===== src/ddwo_pkg.sv =====
`timescale 1ns / 1ps
`default_nettype none
// ----------------------------------------------------------------------------
// Wheel odometry package
// Shared types, fixed-point constants, the arctangent table and the
// position update used by the odometry sequencer and its CORDIC unit.
// ----------------------------------------------------------------------------
package ddwo_pkg;

  localparam int ANG_W      = 34;
  localparam int STEP_CNT_W = 6;
  localparam int MUL_AW     = 36;
  localparam int MUL_BW     = 32;
  localparam int MUL_PW     = MUL_AW + MUL_BW;

  localparam logic signed [ANG_W-1:0] PI_Q28      = 34'sd843314857;
  localparam logic signed [ANG_W-1:0] TWO_PI_Q28  = 34'sd1686629713;
  localparam logic signed [ANG_W-1:0] HALF_PI_Q28 = 34'sd421657428;
  localparam logic signed [ANG_W-1:0] ONE_Q30     = 34'sd1073741824;
  localparam logic signed [ANG_W-1:0] GAIN_Q30    = 34'sd652032874;

  localparam logic [31:0] DIST_PER_TICK_RST = 32'd1317696;
  localparam logic [23:0] INV_BASE_RST      = 24'd218453;

  localparam logic REG_DIST_PER_TICK = 1'b0;
  localparam logic REG_INV_BASE      = 1'b1;

  typedef enum logic [4:0] {
    ST_IDLE,
    ST_P1,
    ST_P2,
    ST_P3A,
    ST_P3,
    ST_DTH,
    ST_MID,
    ST_MWRAP,
    ST_COR1,
    ST_PX_LO,
    ST_PX_HI,
    ST_PX_ADD,
    ST_PY_LO,
    ST_PY_HI,
    ST_PY_ADD,
    ST_HEAD,
    ST_HWRAP,
    ST_COR2,
    ST_OUT
  } state_t;

  function automatic logic [29:0] atan_q30(input logic [4:0] idx);
    logic [29:0] v;
    case (idx)
      5'd0:  v = 30'd843314856;
      5'd1:  v = 30'd497837829;
      5'd2:  v = 30'd263043836;
      5'd3:  v = 30'd133525158;
      5'd4:  v = 30'd67021686;
      5'd5:  v = 30'd33543515;
      5'd6:  v = 30'd16775850;
      5'd7:  v = 30'd8388437;
      5'd8:  v = 30'd4194282;
      5'd9:  v = 30'd2097149;
      5'd10: v = 30'd1048575;
      5'd11: v = 30'd524287;
      5'd12: v = 30'd262143;
      5'd13: v = 30'd131071;
      5'd14: v = 30'd65535;
      5'd15: v = 30'd32767;
      5'd16: v = 30'd16383;
      5'd17: v = 30'd8191;
      5'd18: v = 30'd4095;
      5'd19: v = 30'd2047;
      5'd20: v = 30'd1023;
      5'd21: v = 30'd511;
      5'd22: v = 30'd255;
      5'd23: v = 30'd127;
      5'd24: v = 30'd63;
      5'd25: v = 30'd31;
      5'd26: v = 30'd15;
      5'd27: v = 30'd8;
      5'd28: v = 30'd4;
      5'd29: v = 30'd2;
      5'd30: v = 30'd1;
      default: v = 30'd0;
    endcase
    return v;
  endfunction

  // Adds a signed step of magnitude (hi << 2) + (lo >> 30) to a position
  // and saturates to 32 bits.
  function automatic logic signed [31:0] pos_step(input logic signed [31:0] acc,
                                                   input logic [MUL_PW-1:0] hi,
                                                   input logic [MUL_PW-1:0] lo,
                                                   input logic neg);
    logic [57:0] r;
    logic [33:0] rs;
    logic signed [35:0] t;
    logic signed [35:0] st;
    r  = {hi[55:0], 2'b00} + {26'd0, lo[61:30]};
    rs = (|r[57:33]) ? 34'h2_0000_0000 : r[33:0];
    st = $signed({2'b00, rs});
    t  = $signed({{4{acc[31]}}, acc}) + (neg ? -st : st);
    if (t > 36'sd2147483647) begin
      return 32'sh7FFF_FFFF;
    end else if (t < -36'sd2147483648) begin
      return 32'sh8000_0000;
    end
    return t[31:0];
  endfunction

endpackage
`default_nettype wire


===== src/ddwo_mul.sv =====
`timescale 1ns / 1ps
`default_nettype none
// ----------------------------------------------------------------------------
// Shared multiplier
// Unsigned 36 by 32 bit multiplier with a registered product.
// ----------------------------------------------------------------------------
module ddwo_mul (
  input  wire logic                        clk,
  input  wire logic [ddwo_pkg::MUL_AW-1:0] a,
  input  wire logic [ddwo_pkg::MUL_BW-1:0] b,
  output logic      [ddwo_pkg::MUL_PW-1:0] p
);
  import ddwo_pkg::*;

  always_ff @(posedge clk) begin
    p <= MUL_PW'(a) * MUL_PW'(b);
  end

endmodule
`default_nettype wire


===== config.mk =====
export PLATFORM = sky130hd
export DESIGN_NAME = ddwo_mul
export DESIGN_NICKNAME = d
export VERILOG_FILES = /design/src/ddwo_pkg.sv /design/src/ddwo_mul.sv
export SDC_FILE = /design/constraint.sdc
export NUM_CORES = 2
export LEC_CHECK = 0
export BUFFER_PORTS_ARGS = -buffer_cell sky130_fd_sc_hd__buf_4
export CAP_MARGIN = 20
export CORE_MARGIN = 5
export CORE_UTILIZATION = 49
export CTS_BUF_LIST = sky130_fd_sc_hd__clkbuf_8 sky130_fd_sc_hd__clkbuf_16
export CTS_CLUSTER_DIAMETER = 120
export CTS_CLUSTER_SIZE = 14
export DETAILED_ROUTE_END_ITERATION = 10
export PLACE_DENSITY = 0.65
export SLEW_MARGIN = 20
export SYNTH_ARGS = -nofsm -noshare
export SYNTH_HDL_FRONTEND = slang
export SYNTH_SLANG_ARGS = --single-unit

===== constraint.sdc =====
create_clock -name clk -period 11 [get_ports clk]
set_input_delay 0.55 -clock clk [delete_from_list [all_inputs] [get_ports clk]]
set_output_delay 0.55 -clock clk [all_outputs]
set_load 0.01 [all_outputs]

==> results.yml <==
detailed_routing:
  drtAntennaViolNets: 0
  wl_per_cell_um: 20.8
  route.vias.total: 27600
  dr_wl_met3_mm: 6.18
  drc_errors: 0
  drt_iter0_drc: 1462
  routed_wirelength_mm: 107
  via_per_inst: 5.38
  dr.max_layer_used: "met4"
  first_pass_iters: 5
  drt-met1-wl_mm: 39.1
  routed-wl-met2_mm: 54.8
floorplan:
  dieArea_um2: 83200
  core_area_um2: 77200
  die_x_um: 288
  start_util: 0.492
  ioPinCount: 137
  num_rows: 102
  die_h_um: 288
clock_tree:
  cts-htree-levels: 3
  postCtsSetupBuffers: 0
  path_clk_slew_ps: 60
  hold_buffers: 0
  cts_sinks: 68
  cts_tree: "built"
  clockRootBuffer: "clkbuf_16"
  cts_buffers: 9
  ctsResizeCount: 0
  cts_buffer_depth: 2
sta:
  rsz0062_at_grt: "no"
  holdWs_ps: 772
  post-route-min-period_ps: 8760
  fmax_mhz: 114
  relSlewSlack: 0.368
  tns_ps: 0
  hold_viol: 0
  worstMarginPinSlew_ps: 939
  slew_viol_final: 0
  setup_violations: 0
  min_period_over_period: 0.797
critical_path:
  required_ps: 11210
  end_kind: "register"
  path_max_fanout: 36
  worstSetupPathType: "input pin to register"
  cp-start-kind: "input pin"
  cp.arrival_ps: 8980
placed_design:
  dp_hpwl_mm: 82.3
  dpl_cell_area_um2: 39400
  place_inst: 5109
  portBuffers: 136
  place_congestion: 0.912
final_layout:
  regMostFlops: "p"
  drive_gt1_frac: 0.0401
  reg_top3: "p x68"
  postLayoutCellArea_um2: 39700
  nets: 5432
  area_growth_pct: 4.60
  fin_cells: 5127
  largest_reg_flops: 68
  fill_cells: 7255
yosys:
  synth_top_flop_cell: "dfxtp_1"
  async_flop_share: 0
  ys_top_cells_by_area: "fa_1 (54%), inv_1 (9.7%), ha_1 (8.8%), and2_1 (8.1%), nand2_1 (7.1%)"
  ys_seq_elements: 68
  synth_top_area_frac: 0.536
  syn_inst: 4180
  ys_seq_area_frac: 0.0359
  syn_area_per_cell_um2: 9.08
  yosysMostFrequentCell: "fa_1"
  ys_types: 56
  synth_commonest_cells: "fa_1 (1,016), inv_1 (981), nand2_1 (722)"
  synth_edf_count: 0
  yosysWarningCount: 0
  yosysTopAreaCell: "fa_1"
  synth_fp_nets: 5532
  syn_area_um2: 38000
global_route:
  groute.usage.overall: 0.265
  antenna_found_initial: 4
  grt_overflow: 0
  grt_max_degree: 37
  first_global_vias: 30900
  grt_pass1_wl_mm: 170
min_path:
  min_path_type: "input pin to register"
status:
  status: "finished, final reports clean"
run:
  maxCapViolations: 0
worst max-delay path, stage by stage:
cell	delay (ps)
buf_4	450
nand2_1	160
fa_1	560
inv_1	60
fa_1	500
fa_1	550
inv_1	50
fa_1	490
inv_1	50
fa_1	570
fa_1	440
fa_1	500
inv_1	50
fa_1	560
inv_1	60
ha_1	390
nand2_1	110
nor4_1	810
nand2_1	200
nor3_1	230
o211ai_1	300
a41oi_1	530
a21oi_2	130
nor3_1	310
a21oi_1	140
xnor2_1	150
worst paths after layout:
check	startpoint	end	slack (ps)	depth (start not counted)
worst max-delay path	b[8]	p[60]$_DFF_P_	2240	26
worst min-delay path	a[0]	p[0]$_DFF_P_	770	2
cells by family after synthesis:
family / synth area share
AOI/OAI and AO/OA: 0.0374
xor gates and xnor gates: 0.0150
adders and majority gates: 0.624
buffers and inverters: 0.122
DFF: 0.0359
and+or+nand+nor: 0.166
cell type report:
cell class	count	area [µm²]	share of cell area
diodes	2	5.00	0.000126
clock buffers	11	253	0.00636
clock inverters	5	108	0.00271
inverters	981	3680	0.0927
multi-input cells	2884	32000	0.805
flip-flops and latches	68	1360	0.0343
well taps	1040	1300	0.0328
repair buffers	136	1020	0.0257
cell usage in the layout (no fill, tap or decap), types with 24 or more instances in the layout:
cell     instances
fa_1          1016
inv_1          981
nand2_1        722
and2_1         491
ha_1           267
buf_4          136
a21oi_1         73
dfxtp_1         68
xnor2_1         41
nor2_1          37
a21o_1          25
xor2_1          24
layer usage:
metal / track usage / up-vias
met4: 0.131 / 0
met5: 0 / -
met3: 0.0323 / 260
met1: 0.316 / 14500
li1: - / 11800
met2: 0.474 / 1011
stage by stage:
step           worst slack, ps  utilization
6_report                  2240        0.514
5_1_grt                   1870        0.514
4_1_cts                   2330        0.514
3_5_place_dp              1990        0.510
3_3_place_gp              2080        0.510
2_1_floorplan             3440            -
Power is not shown: default switching activity piles up to over one toggle a cycle in this logic, so the estimate is an artifact.
